<file path="src/sv/pbcr_ram.sv">
// Generic single write port, single registered read port RAM.
`default_nettype none
module pbcr_ram #(
   parameter int WIDTH = 8,
   parameter int DEPTH = 16
) (
   input  wire                             clock,
   input  wire                             wr_en,
   input  wire [$clog2(DEPTH)-1:0]         wr_addr,
   input  wire [WIDTH-1:0]                 wr_data,
   input  wire [$clog2(DEPTH)-1:0]         rd_addr,
   output logic [WIDTH-1:0]                rd_data
);

   logic [WIDTH-1:0] mem_ff [DEPTH];

   always_ff @(posedge clock) begin
      if (wr_en) begin
         mem_ff[wr_addr] <= wr_data;
      end
      rd_data <= mem_ff[rd_addr];
   end

endmodule
`default_nettype wire

</file>
<file path="config.mk">
export PLATFORM = sky130hd
export DESIGN_NAME = pbcr_ram
export DESIGN_NICKNAME = d
export VERILOG_FILES = /design/src/sv/pbcr_ram.sv
export SDC_FILE = /design/constraint.sdc
export NUM_CORES = 1
export LEC_CHECK = 0
export ABC_AREA = 1
export BUFFER_PORTS_ARGS = -buffer_cell sky130_fd_sc_hd__buf_4
export CORE_UTILIZATION = 45
export CTS_BUF_LIST = sky130_fd_sc_hd__clkbuf_8
export CTS_CLUSTER_DIAMETER = 30
export DETAILED_ROUTE_END_ITERATION = 10
export PLACE_DENSITY = 0.72
export REMOVE_ABC_BUFFERS = 1
export SLEW_MARGIN = 20
export SYNTH_ARGS = -nofsm -noshare
export SYNTH_HDL_FRONTEND = slang
export SYNTH_SLANG_ARGS = --single-unit
</file>
<file path="constraint.sdc">
create_clock -name clock -period 1.15 [get_ports clock]
set_input_delay 0.23 -clock clock [delete_from_list [all_inputs] [get_ports clock]]
set_output_delay 0.23 -clock clock [all_outputs]
set_load 0.05 [all_outputs]
</file>
**Word level (Yosys, flattened, before mapping)**

Memories as Yosys holds them, arrays and structs flattened. A register that Yosys moved wholly into a read port is not among the register bits.
Index checks and enable logic that the tools add are counted.

- Muxes and demuxes: 2

Operators with widths:

| kind | number |
|---|---|
| two-way mux 1 bit | 2 |

- Bits in registers: 0
- Memories kept: 1
- Output and inout port bits: 8
- Memory bits (writable): 128

Memories:

| memory | depth | bits a word | rd ports | clocked after memory_dff | wr ports | RTL line | source |
|---|---|---|---|---|---|---|---|
| mem_ff | 16 | 8 | 1 | 1 | 1 | 15 | `logic [WIDTH-1:0] mem_ff [DEPTH];` |

**Depth between registers and ports, before layout**

Gate-level depths: netlist (run 1).

- Word-level depth: 2
- Depth in mapped cells: 8
- Gate-level depth less buffers: 7

**Worst setup path before layout (run 1)**

Ideal clock, no wire load.

- Path kind: input port to flip-flop
- Start: input wr_addr[3]
- End: memory mem_ff[4][0], enable pin
- Setup time: 0.370 ns
- Buffers on the path: 0
- Slack: -0.031 ns
- Arrival: 0.811 ns
- Stages on the path: 2
- Cells stage by stage: nand3b_1 > nor2_1

RTL lines:

| what | RTL line | source |
|---|---|---|
| start: declaration | 9 | `input wire [$clog2(DEPTH)-1:0] wr_addr,` |
| end: declaration | 15 |  |

Straight into the memory's write port.

**Final worst setup path (run 1)**

- Start: register rd_data[2], read port of mem_ff
- End: output rd_data[2]

RTL lines:

| what | RTL line | source |
|---|---|---|
| start: declaration | 12 | `output logic [WIDTH-1:0] rd_data` |

No word-level cell between the ends.

==> impl_summary.log, run 1 <==
INFO  metric routabilityCongestion = 0.8478
INFO  metric detailed_place_hpwl = 8099 µm
INFO  metric synth_area_per_cell = 10.47 µm²
INFO  metric worstSetupPathType = flop to output pin
INFO  metric p_per_area = 1518 mW/mm²
INFO  metric htreeDepth = 4
INFO  metric syn_area = 0.005767 mm²
INFO  metric synth_edf_count = 128
INFO  metric final_hold_violation_count = 0
INFO  metric cts_repair_resize_count = 21
INFO  metric m1WireLength = 5266 µm
INFO  metric result_of_the_run = finished, violations left
INFO  metric critical_path.slowest_cell = sky130_fd_sc_hd__dfxtp_4
INFO  metric async_reset_ff_share = 0%
INFO  metric netlist_top_cells_area = sky130_fd_sc_hd__edfxtp_1 67%, sky130_fd_sc_hd__nand2_1 11%, sky130_fd_sc_hd__nand3_1 8.4%, sky130_fd_sc_hd__inv_1 6.5%, sky130_fd_sc_hd__dfxtp_1 2.8%
INFO  metric vias = 3,851
INFO  metric synth_most_common_cell = sky130_fd_sc_hd__nand2_1
INFO  metric slew_headroom = 76.41%
INFO  metric global_router_s_overall_resource_usage = 20.29%
INFO  metric arrival = 0.94 ns
INFO  metric total_leakage_power = 2.934 nW
INFO  metric tritoncts.num_buffers = 17
INFO  metric worstMarginPinSlew = 0.3534 ns
INFO  metric floorplan.initialDensity = 47.03%
INFO  metric clock_slew_at_reported_path_ffs = 0.07 ns
INFO  metric drt_first_pass_iters = 5
INFO  metric die_y = 115.2 µm
INFO  metric critPathBufInv = 1
INFO  metric internal_reg_to_reg_setup_slack = 0.18 ns
INFO  metric final_critical_path_setup_slack = -0.02211 ns
INFO  metric ctsRootBufferMaster = sky130_fd_sc_hd__clkbuf_8
INFO  metric yosys-top-cells-count = 173 x sky130_fd_sc_hd__nand2_1, 128 x sky130_fd_sc_hd__edfxtp_1, 100 x sky130_fd_sc_hd__inv_1
INFO  metric clock-skew-final = 0.01098 ns
INFO  metric tritoncts = yes
INFO  metric postCtsHoldBufs = 0
INFO  metric synth-seq-cells = 136
INFO  metric synth.yosys.seq_area_share = 69.43%
INFO  metric post_drt_via_cell_ratio = 4.937
INFO  metric hold_path_class = input pin to flop
INFO  metric critPathRequiredTime = 0.92 ns
INFO  metric final_max_tran_viols = 0
INFO  metric drive_above_1_share = 14.71%
INFO  metric worstPathMaxFanout = 1
INFO  metric ant_nets = 0
INFO  metric count_of_nets_after_finishing = 618
INFO  metric setup_tns = -0.04964 ns
INFO  metric synth_cell_type_count = 12
INFO  metric setup-violations-final = 3
INFO  metric postSynthCellCount = 551
INFO  metric die_x = 115.2 µm
INFO  metric antenna_found_initial = 0
INFO  metric critPathCaptureType = output pin
INFO  metric routed.top_layer = met4
INFO  metric route.final.wire_length = 12,230 µm
INFO  metric start_kind = flop
INFO  metric avgRoutedWirePerCell = 15.68 µm
INFO  metric drtIter0Drc = 300
INFO  metric clockBufferDepth = 2
INFO  metric rsz0062_at_grt = true
INFO  metric placeableCoreArea = 0.01226 mm²
INFO  metric finalCriticalPeriod = 1.172 ns
INFO  metric worst_path_largest_cell_delay = 0.37 ns
INFO  metric area.growth.synth_to_final = 16.77%
INFO  metric yosys.area.top_type_share = 66.65%
INFO  metric critPathTopFamily = flip-flops
INFO  metric wl_met3 = 956 µm
INFO  metric worstPathCellList = buf_8
INFO  metric postCtsSetupRepairBufs = 0
INFO  metric placementRows = 40
INFO  metric grt_overflow_total = 0
INFO  metric ys_dominant_reg_cell = sky130_fd_sc_hd__edfxtp_1
INFO  metric cts.sink_count = 136
INFO  metric detailedPlace.worstSlack = -0.1570 ns
INFO  metric detailroute.wirelength.met2 = 5780 µm
INFO  metric drv.max_cap_violation_count = 0
INFO  metric power.ir.vdd_worst = 0.0007733 V
INFO  metric violations = negative setup slack
INFO  metric num_io_pins = 26
INFO  metric grt_first_pass_wirelength = 19,390 µm
INFO  metric die-area = 0.01327 mm²
INFO  metric yosysWarnings = 0
INFO  metric yosys.area.top_type = sky130_fd_sc_hd__edfxtp_1
INFO  metric number_of_global_route_vias_before_repair = 3,717
INFO  metric grt_max_degree = 38
INFO  metric source_to_sink_clock_delay_at_the_later_pin_of_the_worst_skew_pair = 0.44 ns
INFO  metric max_freq = 853.2 MHz
INFO  metric input_output_buffers = 25
INFO  metric antenna-diode-count = 0
INFO  metric period_share = 101.9%
INFO  metric route.detailed.drc = 0
[through the flow]
stage / utilization, % / instance area (µm²) / power, mW / std cells / hold WS (ns)
global route: 54.92 / 6734 / 10.57 / 780 / 0.1043
finish: 54.92 / 6734 / 10.22 / 780 / 0.1074
CTS: 54.86 / 6726 / 10.29 / 780 / 0.08389
detailed placement: 51.31 / 6291 / 6.525 / 749 / 0.5531
global placement: 51.31 / 6291 / 6.510 / 749 / 0.5547
floorplan: - / 5600 / 6.084 / 527 / 0.3289
[worst register-to-register path: cells and delay by family (launching register included)]
kind | cells | cell delay [ns]
and+or+nand+nor | 5 | 0.43
DFF | 1 | 0.36
buffers and inverters | 1 | 0.07
[cells by family (layout without fill, tap and decap cells)]
kind of cell	count (synthesis)	in the layout	share of synthesized area (%)
and+or+nand+nor	289	289	21.05
buffers and inverters	126	187	9.525
DFF	136	136	69.43
[path summary, 6_finish.rpt]
| path | startpoint | to | depth (start not counted) |
|---|---|---|---|
| hold reg to reg | mem_ff[15][4] | rd_data[4] | 6 |
| hold / removal | rd_addr[3] | rd_data[6] | 3 |
| setup / recovery | rd_data[2] | rd_data[2] | 1 |
| setup reg to reg | mem_ff[7][0] | rd_data[0] | 6 |
[power breakdown]
| group | switching, mW | internal [mW] | total [mW] |
|---|---|---|---|
| logic | 0.575 | 0.315 | 0.889 |
| registers | 0.0451 | 5.54 | 5.59 |
| clock network | 1.67 | 2.07 | 3.74 |
[per-layer routing]
layer | global-route usage (%) | vias up
met1 | 27.34 | 1795
li1 | - | 1868
met2 | 31.04 | 166
met4 | 9.524 | 0
met5 | 0 | -
met3 | 5.113 | 22
[flip-flops by register name, indices dropped and copies added, names as in the netlist]
register,count
rd_data,8
mem_ff,128
[cell usage in the layout, fill, tap and decap left out, drive strengths merged]
cell type / instances
buf: 54
bufinv: 3
clkbuf: 17
clkinv: 5
clkinvlp: 2
dfxtp: 8
edfxtp: 128
inv: 106
nand2: 173
nand3: 97
nand3b: 2
nor2: 17
[area by class of cell]
cell class	count	area, µm²
fill	1016	5528
sequential	136	4016
multi-input combinational	289	1214
timing repair buffer	54	533.0
inverter	102	382.9
clock buffer	17	234.0
tap	168	210.2
clock inverter	14	143.9
Power figures use the tool's default switching activity.
==> run 2, diff against run 1 <==
--- a/config.mk
+++ b/config.mk
@@ -12,6 +12,7 @@
 export CTS_CLUSTER_DIAMETER = 30
 export DETAILED_ROUTE_END_ITERATION = 10
 export PLACE_DENSITY = 0.72
+export RECOVER_POWER = 25
 export REMOVE_ABC_BUFFERS = 1
 export SLEW_MARGIN = 20
 export SYNTH_ARGS = -nofsm -noshare
==> run 2 against run 1 <==
The flow still finishes with violations (negative setup slack). Sequential cell count did not move. Critical path depth did not move. Global-route usage did not move. Clock power barely moved. Sequential share of layout area rose by 0.27 points. Largest cell class unchanged. Highest routed layer unchanged. Non-clock buffer count did not move. Largest power group unchanged.
==> impl_summary.log, run 2 (synthesized netlist as in run 1, its figures left out) <==
INFO  metric result_of_the_run = finished, violations left
INFO  metric violations = negative setup slack
INFO  metric critPathCaptureType = output pin
INFO  metric ctsRootBufferMaster = sky130_fd_sc_hd__clkbuf_8
INFO  metric clock-skew-final = 0.008265 ns
INFO  metric fillerInstances = 1,019
INFO  metric total_leakage_power = 2.905 nW
INFO  metric p_total = 10.20 mW
INFO  metric placementRows = 40
INFO  metric slew_headroom = 43.63%
INFO  metric most-common-layout-cells = 173 x sky130_fd_sc_hd__nand2_1, 128 x sky130_fd_sc_hd__edfxtp_1, 104 x sky130_fd_sc_hd__inv_1, 97 x sky130_fd_sc_hd__nand3_1, 32 x sky130_fd_sc_hd__buf_4
INFO  metric period_share = 102.4%
INFO  metric arrival = 0.95 ns
INFO  metric tritoncts = yes
INFO  metric worst_hold_startpoint = rd_addr[3]
INFO  metric worstMarginPinSlew = 0.8456 ns
INFO  metric worst_path_largest_cell_delay = 0.37 ns
INFO  metric setup_tns = -0.05623 ns
INFO  metric global_router_s_overall_resource_usage = 20.29%
INFO  metric critical_path.slowest_cell = sky130_fd_sc_hd__dfxtp_4
INFO  metric finalCriticalPeriod = 1.178 ns
INFO  metric critPathRequiredTime = 0.92 ns
INFO  metric hold_path_class = input pin to flop
INFO  metric count_of_nets_after_finishing = 618
INFO  metric holdWs = 0.1072 ns
INFO  metric final_max_tran_viols = 0
INFO  metric final_core_utilization = 54.67%
INFO  metric grt_overflow_total = 0
INFO  metric die_x = 115.2 µm
INFO  metric num_io_pins = 26
INFO  metric largest_register_ff_count = 128
INFO  metric rsz0062_at_grt = true
INFO  metric number_of_global_route_vias_before_repair = 3,717
INFO  metric drive_above_1_share = 13.40%
INFO  metric route.final.wire_length = 12,150 µm
INFO  metric critPathTopFamily = flip-flops
INFO  metric antenna-diode-count = 0
INFO  metric final_common_cell = sky130_fd_sc_hd__nand2_1
INFO  metric grt_first_pass_wirelength = 19,390 µm
INFO  metric drv.max_cap_violation_count = 0
INFO  metric r2r-start = mem_ff[7][0]
INFO  metric largest_register = mem_ff
INFO  metric die_y = 115.2 µm
INFO  metric postCtsSetupRepairBufs = 0
INFO  metric worstRegToRegCells = 6
INFO  metric antenna_found_initial = 0
INFO  metric die-area = 0.01327 mm²
INFO  metric grt_max_degree = 38
INFO  metric placeableCoreArea = 0.01226 mm²
INFO  metric source_to_sink_clock_delay_at_the_later_pin_of_the_worst_skew_pair = 0.44 ns
INFO  metric area.growth.synth_to_final = 16.25%
INFO  metric final_hold_violation_count = 0
INFO  metric worstPathMaxFanout = 1
INFO  metric vias = 3,819
INFO  metric cts.sink_count = 136
INFO  metric post_drt_via_cell_ratio = 4.896
INFO  metric route.detailed.drc = 0
INFO  metric crit-reg2reg-capture = rd_data[0]
INFO  metric clockBufferDepth = 2
INFO  metric top_regs = mem_ff (128), rd_data (8)
INFO  metric htreeDepth = 4
INFO  metric final_critical_path_setup_slack = -0.02786 ns
INFO  metric p_per_area = 1522 mW/mm²
INFO  metric max_freq = 849.0 MHz
INFO  metric power.ir.vdd_worst = 0.0007759 V
INFO  metric drt_first_pass_iters = 5
INFO  metric min_delay_path_depth = 3
INFO  metric avgRoutedWirePerCell = 15.58 µm
INFO  metric clock_slew_at_reported_path_ffs = 0.07 ns
INFO  metric detailed_place_hpwl = 8099 µm
INFO  metric place_inst = 749
INFO  metric setup-violations-final = 3
INFO  metric worstSetupPathType = flop to output pin
INFO  metric worstPathCellList = buf_8
INFO  metric fin_cells = 780
INFO  metric routabilityCongestion = 0.8478
INFO  metric holdPathEnd = rd_data[6]
INFO  metric ant_nets = 0
INFO  metric start_kind = flop
INFO  metric internal_reg_to_reg_setup_slack = 0.18 ns
INFO  metric tritoncts.num_buffers = 17
INFO  metric drtIter0Drc = 304
INFO  metric critPathBufInv = 1
INFO  metric floorplan.initialDensity = 47.03%
INFO  metric input_output_buffers = 25
[run 2: cell count changes in the layout (fill, tap and decap cells not counted), sizes merged]
cell,before,now
clkbuf,17,25
buf,54,46
[run 2: worst register-to-register path, delay by kind of cell, from the launching register on]
kind,cells,cell delay (ns)
flops,1,0.36
buf+inv,1,0.07
simple gates,5,0.42
[run 2: power by group]
group / switching (mW) / internal [mW] / total (mW) / leakage, nW
combinational: 0.571 / 0.301 / 0.872 / 1.48
sequential: 0.0451 / 5.55 / 5.59 / 1.22
clock: 1.67 / 2.07 / 3.74 / 0.203
total: 2.28 / 7.92 / 10.2 / 2.91
[run 2: through the flow]
| step | setup WS [ns] | instance area, µm² |
|---|---|---|
| floorplan | -0.06048 | 5600 |
| global placement | -0.09768 | 6291 |
| detailed placement | -0.1570 | 6291 |
| CTS | -0.06242 | 6726 |
| global route | -0.06158 | 6704 |
| finish | -0.02786 | 6704 |
[run 2: worst max-delay path by stage]
| stage | slack, ns | cells past startpoint | end | startpoint |
|---|---|---|---|---|
| after floorplan | -0.06 | 6 | rd_data[2] | rd_addr[0] |
| after global placement | -0.1 | 4 | mem_ff[9][4] | wr_addr[2] |
| after detailed placement | -0.16 | 4 | mem_ff[8][0] | wr_addr[2] |
| after CTS | -0.06 | 1 | rd_data[2] | rd_data[2] |
| after global routing | -0.06 | 1 | rd_data[2] | rd_data[2] |
| final | -0.03 | 1 | rd_data[2] | rd_data[2] |
[run 2: per-layer routing]
metal,routed length [µm],GRT usage (%),share of wire (%)
met5,0,0,0
met1,5201,27.34,43
met2,5733,31.04,47
met4,288,9.524,2.4
met3,930,5.113,7.7
[run 2: final cells by class]
class / count / area, µm² / area share [%]
repair buffers: 54 / 503.0 / 7.503
multi-input cells: 289 / 1214 / 18.10
clock buffers: 17 / 234.0 / 3.490
flip-flops and latches: 136 / 4016 / 59.91
well taps: 168 / 210.2 / 3.136
clock inverters: 14 / 143.9 / 2.146
inverters: 102 / 382.9 / 5.711
[run 2: what timing repair did]
action / CTS / global route
endpoints found under the hold margin: 0 / 0
cloned: 0 / 0
gates resized for setup: 21 / 2
setup endpoints to repair: 8 / 8
hold buffers: 0 / 0
