`src/sv/pbcr_pkg.sv`:
```
// Shared types and constants for the point binning color map raster block.
`default_nettype none
package pbcr_pkg;

   localparam int SUM_W  = 48;
   localparam int HITS_W = 16;
   localparam logic [HITS_W-1:0] HITS_MAX = 16'hFFFF;
   localparam int CELL_W = SUM_W + HITS_W;

   localparam int MODE_W = 2;
   localparam logic [MODE_W-1:0] MODE_ADD   = 2'd0;
   localparam logic [MODE_W-1:0] MODE_LOAD  = 2'd1;
   localparam logic [MODE_W-1:0] MODE_READ  = 2'd2;
   localparam logic [MODE_W-1:0] MODE_CLEAR = 2'd3;

   localparam int CSR_IDX_W = 3;
   localparam logic [CSR_IDX_W-1:0] CSR_X_ORIGIN    = 3'd0;
   localparam logic [CSR_IDX_W-1:0] CSR_Y_ORIGIN    = 3'd1;
   localparam logic [CSR_IDX_W-1:0] CSR_X_SCALE     = 3'd2;
   localparam logic [CSR_IDX_W-1:0] CSR_Y_SCALE     = 3'd3;
   localparam logic [CSR_IDX_W-1:0] CSR_Z_LOW       = 3'd4;
   localparam logic [CSR_IDX_W-1:0] CSR_Z_SPAN      = 3'd5;
   localparam logic [CSR_IDX_W-1:0] CSR_COLOR_COUNT = 3'd6;
   localparam logic [CSR_IDX_W-1:0] CSR_RGB_MODE    = 3'd7;

   typedef struct packed {
      logic [HITS_W-1:0]       hits;
      logic signed [SUM_W-1:0] sum;
   } cell_type;

endpackage
`default_nettype wire

```
`src/sv/pbcr_cidx.sv`:
```
// Color index unit: mean offset, span and bit-serial scaled division.
`default_nettype none
module pbcr_cidx #(
   parameter int PALETTE_DEPTH = 256
) (
   input  wire                                         clock,
   input  wire                                         reset,
   input  wire                                         start,
   input  wire signed [pbcr_pkg::SUM_W-1:0]            sum,
   input  wire [pbcr_pkg::HITS_W-1:0]                  hits,
   input  wire signed [31:0]                           z_low,
   input  wire [31:0]                                  z_span,
   input  wire [$clog2(PALETTE_DEPTH+1)-1:0]           n,
   output logic                                        done,
   output logic [$clog2(PALETTE_DEPTH)-1:0]            index
);

   localparam int NB = $clog2(PALETTE_DEPTH + 1);
   localparam int PW = $clog2(PALETTE_DEPTH);
   localparam int BW = $clog2(NB);
   localparam int RW = 50;

   localparam logic [2:0] C_IDLE = 3'd0;
   localparam logic [2:0] C_MUL  = 3'd1;
   localparam logic [2:0] C_SUB  = 3'd2;
   localparam logic [2:0] C_CMP  = 3'd3;
   localparam logic [2:0] C_DIV  = 3'd4;
   localparam logic [2:0] C_FIN  = 3'd5;

   logic [2:0]                       state_ff, state_in;
   logic signed [pbcr_pkg::SUM_W-1:0] sum_ff, sum_in;
   logic [pbcr_pkg::HITS_W-1:0]      hits_ff, hits_in;
   logic signed [48:0]               zprod_ff, zprod_in;
   logic [47:0]                      den_ff, den_in;
   logic signed [RW-1:0]             num_ff, num_in;
   logic [RW-1:0]                    rem_ff, rem_in;
   logic [NB-1:0]                    quo_ff, quo_in;
   logic [BW-1:0]                    bit_ff, bit_in;
   logic                             phase_ff, phase_in;
   logic                             done_ff, done_in;
   logic [PW-1:0]                    index_ff, index_in;
   logic [31:0]                      span;
   logic [RW-1:0]                    den_ext;
   logic [RW-1:0]                    rem_try;
   logic [NB-1:0]                    nm1;

   assign span    = (z_span == 32'd0) ? 32'd1 : z_span;
   assign den_ext = RW'(den_ff);
   assign nm1     = n - NB'(1);
   assign done    = done_ff;
   assign index   = index_ff;

   always_comb begin
      state_in = state_ff;
      sum_in   = sum_ff;
      hits_in  = hits_ff;
      zprod_in = zprod_ff;
      den_in   = den_ff;
      num_in   = num_ff;
      rem_in   = rem_ff;
      quo_in   = quo_ff;
      bit_in   = bit_ff;
      phase_in = phase_ff;
      done_in  = 1'b0;
      index_in = index_ff;
      rem_try  = '0;
      case (state_ff)
         C_IDLE: begin
            if (start) begin
               sum_in   = sum;
               hits_in  = hits;
               state_in = C_MUL;
            end
         end
         C_MUL: begin
            zprod_in = z_low * $signed({1'b0, hits_ff});
            den_in   = span * hits_ff;
            state_in = C_SUB;
         end
         C_SUB: begin
            num_in   = RW'(sum_ff) - RW'(zprod_ff);
            state_in = C_CMP;
         end
         C_CMP: begin
            if (num_ff <= 0) begin
               index_in = '0;
               done_in  = 1'b1;
               state_in = C_IDLE;
            end else if ($unsigned(num_ff) >= den_ext) begin
               index_in = nm1[PW-1:0];
               done_in  = 1'b1;
               state_in = C_IDLE;
            end else begin
               rem_in   = '0;
               quo_in   = '0;
               bit_in   = BW'(NB - 1);
               phase_in = 1'b0;
               state_in = C_DIV;
            end
         end
         C_DIV: begin
            if (!phase_ff) begin
               rem_try = rem_ff << 1;
               if (rem_try >= den_ext) begin
                  rem_in = rem_try - den_ext;
                  quo_in = {quo_ff[NB-2:0], 1'b1};
               end else begin
                  rem_in = rem_try;
                  quo_in = {quo_ff[NB-2:0], 1'b0};
               end
               phase_in = 1'b1;
            end else begin
               if (n[bit_ff]) begin
                  rem_try = rem_ff + $unsigned(num_ff);
                  if (rem_try >= den_ext) begin
                     rem_in = rem_try - den_ext;
                     quo_in = quo_ff + NB'(1);
                  end else begin
                     rem_in = rem_try;
                  end
               end
               phase_in = 1'b0;
               if (bit_ff == '0) begin
                  state_in = C_FIN;
               end else begin
                  bit_in = bit_ff - BW'(1);
               end
            end
         end
         C_FIN: begin
            index_in = quo_ff[PW-1:0];
            done_in  = 1'b1;
            state_in = C_IDLE;
         end
         default: begin
            state_in = C_IDLE;
         end
      endcase
   end

   always_ff @(posedge clock) begin
      if (reset) begin
         state_ff <= C_IDLE;
         done_ff  <= 1'b0;
      end else begin
         state_ff <= state_in;
         done_ff  <= done_in;
      end
      sum_ff   <= sum_in;
      hits_ff  <= hits_in;
      zprod_ff <= zprod_in;
      den_ff   <= den_in;
      num_ff   <= num_in;
      rem_ff   <= rem_in;
      quo_ff   <= quo_in;
      bit_ff   <= bit_in;
      phase_ff <= phase_in;
      index_ff <= index_in;
   end

endmodule
`default_nettype wire

```
`config.mk`:
```
export PLATFORM = sky130hd
export DESIGN_NAME = pbcr_cidx
export DESIGN_NICKNAME = d
export VERILOG_FILES = /design/src/sv/pbcr_pkg.sv /design/src/sv/pbcr_cidx.sv
export SDC_FILE = /design/constraint.sdc
export NUM_CORES = 2
export LEC_CHECK = 0
export BUFFER_PORTS_ARGS = -buffer_cell sky130_fd_sc_hd__buf_2
export CAP_MARGIN = 15
export CORE_MARGIN = 2
export CORE_UTILIZATION = 60
export CTS_BUF_LIST = sky130_fd_sc_hd__clkbuf_16
export CTS_CLUSTER_DIAMETER = 60
export DETAILED_ROUTE_END_ITERATION = 8
export PLACE_DENSITY = 0.77
export SLEW_MARGIN = 10
export SYNTH_ARGS = -nofsm -noshare
export SYNTH_HDL_FRONTEND = slang
export SYNTH_SLANG_ARGS = --single-unit
```
`constraint.sdc`:
```
create_clock -name clock -period 11.49 [get_ports clock]
set_clock_uncertainty 0.1 [all_clocks]
set_input_delay 0 -clock clock [delete_from_list [all_inputs] [get_ports clock]]
set_output_delay 0 -clock clock [all_outputs]
set_load 0.02 [all_outputs]
```
# After elaboration in Yosys (flattened, before gate mapping)
# Index checks and enable logic that the tools add are counted.
[classes] addsub=7 mul=2 magnitude_cmp=5 n_eq_ne=14 n_mux=38 reduce_logical=12
[ops] op="2-to-1 mux 50 bit" count=6
[ops] op=">= comparator 50 x 48 -> 1 bit" count=3
[ops] op="case mux 50 bit (2 select lines)" count=1
[ops] op="subtractor 50 x 48 -> 50 bit" count=2
[ops] op="adder 50 bit" count=1
[ops] op="less-or-equal comparator 50 x 1 -> 1 bit, second input constant" count=1
[ops] op="subtractor 48 x 49 -> 50 bit" count=1
[ops] op="multiplier 32 x 17 -> 49 bit" count=1
[ops] op="multiplier 32 x 16 -> 48 bit" count=1
[ops] op="2-to-1 mux 9 bit" count=5
[ops] op="logical NOT 32 bit" count=1
[ops] op="2-to-1 mux 32 bit" count=1
[ops] op="case mux 9 bit (2 select lines)" count=1
[ops] op="2-to-1 mux 4 bit" count=4
[ops] op="2-to-1 mux 8 bit" count=2
[ops] op="case mux 8 bit (2 select lines)" count=1
[ops] op="2-to-1 mux 3 bit" count=5
[ops] op="case mux 3 bit (5 select lines)" count=1
[ops] op="!= test 2 bit, second input constant" count=6
[ops] op="AND reduction 5 bit" count=2
[ops] op="adder 9 x 1 -> 9 bit, second input constant" count=1
[ops] op="!= test 3 bit, second input constant" count=3
[ops] op="case mux 4 bit (2 select lines)" count=1
[ops] op="subtractor 8 x 1 -> 8 bit, second input constant" count=1
[ops] op="14 further kinds" count=26
[word_totals] register_bits=287 inputBits=140 output_inout_bits=9 wordCells=90

# Logic depth before layout (Yosys ltp)
[depth] word_depth=6 mapped_depth=28 mapped_depth_nobuf=27

# Worst setup path after synthesis
# Ideal clock, no wire load.
[synth_path] path_type="register to register" startpoint="reg state_ff[0]" endpoint="reg den_ff[0] (enable)" setup_ns=0.691 arrival_ns=7.634 required_ns=10.699 path_slack_ns=3.065 stages_incl_launch_ff=3 path_buffers=1 synth_period_minus_slack_ns=8.425 path_cell_list="dfxtp_1 -> clkbuf_1 -> nor3b_1"
[synth_between] elab_chain_cells=1
[synth_lines] item="from (decl)" line_no="pbcr_cidx.sv:30" rtl="logic [2:0] state_ff, state_in;"
[synth_lines] item="from (signal assigned)" line_no="pbcr_cidx.sv:146" rtl="state_ff <= state_in;"
[synth_lines] item="== test 3 x 1 -> 1 bit" line_no="pbcr_cidx.sv:67" rtl="case (state_ff)"
[synth_lines] item="to (signal assigned)" line_no="pbcr_cidx.sv:152" rtl="den_ff <= den_in;"
[synth_lines] item="to (decl)" line_no="pbcr_cidx.sv:34" rtl="logic [47:0] den_ff, den_in;"
# No other way between the ends.
# A chain may end at the register's enable or synchronous reset.

# Final worst setup path
[layout_path] startpoint="reg hits_ff[6] in the netlist's numbering" endpoint="reg zprod_ff[41], data pin"
[layout_between] elab_chain_cells=1
[layout_lines] item="from (decl)" line_no="pbcr_cidx.sv:32" rtl="logic [pbcr_pkg::HITS_W-1:0] hits_ff, hits_in;"
[layout_lines] item="from (signal assigned)" line_no="pbcr_cidx.sv:150" rtl="hits_ff <= hits_in;"
[layout_lines] item="multiplier 32 x 17 -> 49 bit" line_no="pbcr_cidx.sv:76" rtl="zprod_in = z_low * $signed({1'b0, hits_ff});"
[layout_lines] item="to (signal assigned)" line_no="pbcr_cidx.sv:151" rtl="zprod_ff <= zprod_in;"
[layout_lines] item="to (decl)" line_no="pbcr_cidx.sv:33" rtl="logic signed [48:0] zprod_ff, zprod_in;"
# No other way between the ends.

==> reports/results.tsv <==
stage	metric	value	unit
status	status	complete, no violations	
worst_setup_path	cell mode on critical path	fa_1	
drt	First DRT Iteration DRCs	3604	
cts	TritonCTS clock tree	done	
final_layout	layout cells sized above 1	0.0474	
worst_setup_path	R2R Setup Slk	3.09	ns
final_layout	non-filler instance count after layout	7671	
final_layout	multi-input logic area	0.0429	mm^2
job	Max-cap violations	0	
synth	EDFF count, synth	282	
worst_setup_path	cell class contributing the biggest share of worst-path delay	adder cells	
global_routing	met1 Usage GRT	0.453	
worst_setup_path	worst r2r path cells	25	
drt	via count	45481	
place	Placed Cells	7456	
synth	post-synthesis mux area share	0.00926	
worst_hold_path	Hold WC Path Type	primary input to register	
die	Core ar.	0.0935	mm^2
timing	maximum clock rate	119	MHz
worst_setup_path	WP depth	25	
place	DPL Wire Length	127000	um
global_routing	number of global-route vias before repair	47610	
drt	First-pass DRT Iterations	6	
global_routing	busiest grt layer	met2	
synth	cells after synthesis	6290	
synth	most frequent cell after synthesis	inv_1	
global_routing	Total GRT Usage	0.343	
worst_setup_path	r2r startpoint	hits_ff[6]	
synth	main combinational cell family by area after synthesis	adder cells	
global_routing	met2 Use GR	0.555	
synth	Post-Synth XOR/XNOR Area	0.0406	
synth	adder-cell area share of the yosys netlist	0.428	
timing	post-route minimum period	8.40	ns
synth	ys flop type	edfxtp_1	
synth	Synth area leader	fa_1	
cts	clock transition at the registers of the reported paths	0.06	ns
die	area of the die	0.0971	mm^2
synth	Synth top area share	0.321	
worst_setup_path	Setup CP Type	register to register	
timing	worst relative slew slack	0.237	
worst_setup_path	CP peak stage delay	0.82	ns
drt	DRT antenna net count	0	
place	PortBufs	148	
global_routing	largest net degree at the start of global routing	80	
synth	count of unique library cells instantiated by Yosys	95	
synth	area fraction in compound gates after synthesis	0.121	
synth	simple-gate share of the synthesized area	0.158	
die	row cnt	112	
worst_setup_path	Worst setup SP type	register	
timing	# setup viols final	0	
final_layout	Area Growth Syn to Fin	7.73	%
drt	routed wire length	163000	um
global_routing	initial antenna violation count	10	
drt	DRC violations left	0	
drt	Vias/cell	5.93	
timing	endpoints failing hold	0	
synth	FFs w/ async S/R, synth	0	
cts	clk buf depth	3	
drt	routed len/inst	21.3	um
synth	most instantiated cells after synthesis	inv_1 (1127), fa_1 (911), nand2_1 (778)	
cts	clock sink count	286	
synth	Synth Cell Area	0.0567	mm^2
global_routing	global-route wire length before repair	260000	um
timing	setup tns final	0	ns
synth	syn_nets	7823	
timing	worst-margin pin slew	1.14	ns
worst_setup_path	reg-to-reg critical path endpoint	zprod_ff[41]	
worst_setup_path	CP required	11.72	ns
cts	CTS Root Cell	clkbuf_16	
synth	top cells by area, synth	fa_1 (32%), edfxtp_1 (15%), ha_1 (11%)	
worst_setup_path	CP bufs+invs	6	
final_layout	Final Net Count	7915	
worst_setup_path	CP endpoint	zprod_ff[41]	
final_layout	Register Area	0.00855	mm^2
die	chip height	312	um
final_layout	fillers	7634	
timing	final worst-path cycle share	0.731	
worst_setup_path	Crit Path Max Fanout	45	
worst_setup_path	critical path arrival	8.63	ns
cts	clock buffer count from CTS	43	
worst_setup_path	Critical Path End Type	register	
synth	post-synthesis sequential area ratio	0.151	
worst_setup_path	slowest stage cell, crit path	edfxtp_1	
place	routability cong.	1.05	
worst_setup_path	CP startpoint	hits_ff[6]	
synth	syn_area_per_cell	9.02	um^2
timing	RSZ-0062 raised after global routing	no	
cts	htree depth	2	
cts	post-cts resize count	0	
global_routing	grt met3 use	0.0652	
die	IO Count	149	
timing	Slew Limit Fails	0	
cts	Clock Latency Late Sink	0.62	ns
global_routing	total gr overflow	0	
synth	#FFs+latches synth	286	
die	DIE WIDTH	312	um
die	Starting Density	0.607	
synth	Synth Warn #	0	
==> repair_timing <==
item                      4_1_cts  5_1_grt
hold endpoints to repair       93        0
hold buffers                  135        0
buffers inserted                0        0
==> kinds of logic after synthesis <==
logic type / Yosys count
AND/OR/NAND/NOR: 1841
XOR/XNOR: 262
adder cells (fa/ha/maj): 1393
flip-flops: 286
multiplexers: 49
buffers and inverters: 1407
AO/OA/AOI/OAI: 1052
==> cell type report <==
cell class | count | area share
clock inverter | 34 | 0.00604
sequential | 286 | 0.140
antenna | 3 | 0.000123
inverter | 1130 | 0.0694
tap | 1254 | 0.0257
clock buffer | 43 | 0.0176
timing repair buffer | 324 | 0.0393
multi-input combinational | 4597 | 0.702
==> per-layer routing <==
layer  vias up  share of wire
met1     22449           0.40
met3       432          0.090
met5         -        0.00070
met2      2072           0.46
li1      20516              -
met4        12          0.046
==> through the flow <==
step	cell area [um^2]	setup slack (ns)	util	hold slack (ns)
after global routing	61100	2.65	0.654	0.0161
final	61100	3.09	0.654	0.0146
after global placement	58300	3.40	0.624	0.0766
after CTS	61100	3.24	0.654	0.00000139
after floorplan	56700	3.07	-	-0.0284
after detailed placement	58300	3.26	0.624	0.0781
==> worst reg2reg max path, cell delays in order (launching register included) <==
cell       delay [ns]
edfxtp_1         0.82
buf_4            0.61
nand2_1          0.17
fa_1             0.54
inv_1            0.05
fa_1             0.48
inv_1            0.05
fa_1             0.50
inv_1            0.06
fa_1             0.53
inv_1            0.05
fa_1             0.47
inv_1            0.05
fa_1             0.36
ha_1             0.38
a21o_1           0.20
a21o_1           0.18
a21oi_1          0.20
o21ai_0          0.15
a2111oi_0        0.63
a21oi_1          0.27
o41ai_1          0.52
o21ai_1          0.25
a21o_1           0.22
a21oi_1          0.19
xnor2_1          0.11
==> worst min-delay path by stage <==
stage | slack [ns] | end | cells past startpoint | start
after floorplan | -0.03 | done | 1 | reset
after global placement | 0.08 | hits_ff[0] | 1 | hits[0]
after detailed placement | 0.08 | hits_ff[13] | 1 | hits[13]
after CTS | 0.000001 | sum_ff[30] | 2 | sum[30]
after global routing | 0.02 | sum_ff[30] | 2 | sum[30]
final | 0.01 | sum_ff[30] | 2 | sum[30]
==> cells in the final DEF (no fill, tap or decap), drive strengths merged, types with 135 or more instances in the layout <==
| master | instances |
|---|---|
| a21o | 181 |
| a21oi | 322 |
| and2 | 441 |
| buf | 189 |
| dlygate4sd3 | 135 |
| edfxtp | 282 |
| fa | 911 |
| ha | 482 |
| inv | 1145 |
| nand2 | 779 |
| nor2 | 216 |
| o21ai | 166 |
| xnor2 | 178 |
==> flip-flops by register name (all words and copies together), names as in the netlist <==
| register | flops |
|---|---|
| hits_ff | 16 |
| rem_ff | 50 |
| phase_ff | 1 |
| sum_ff | 48 |
| quo_ff | 8 |
| num_ff | 50 |
| bit_ff | 4 |
| den_ff | 48 |
| state_ff | 3 |
| zprod_ff | 49 |
| done | 1 |
| index | 8 |
Power is not shown: default switching activity piles up to over one toggle a cycle in this logic, so the estimate is an artifact.
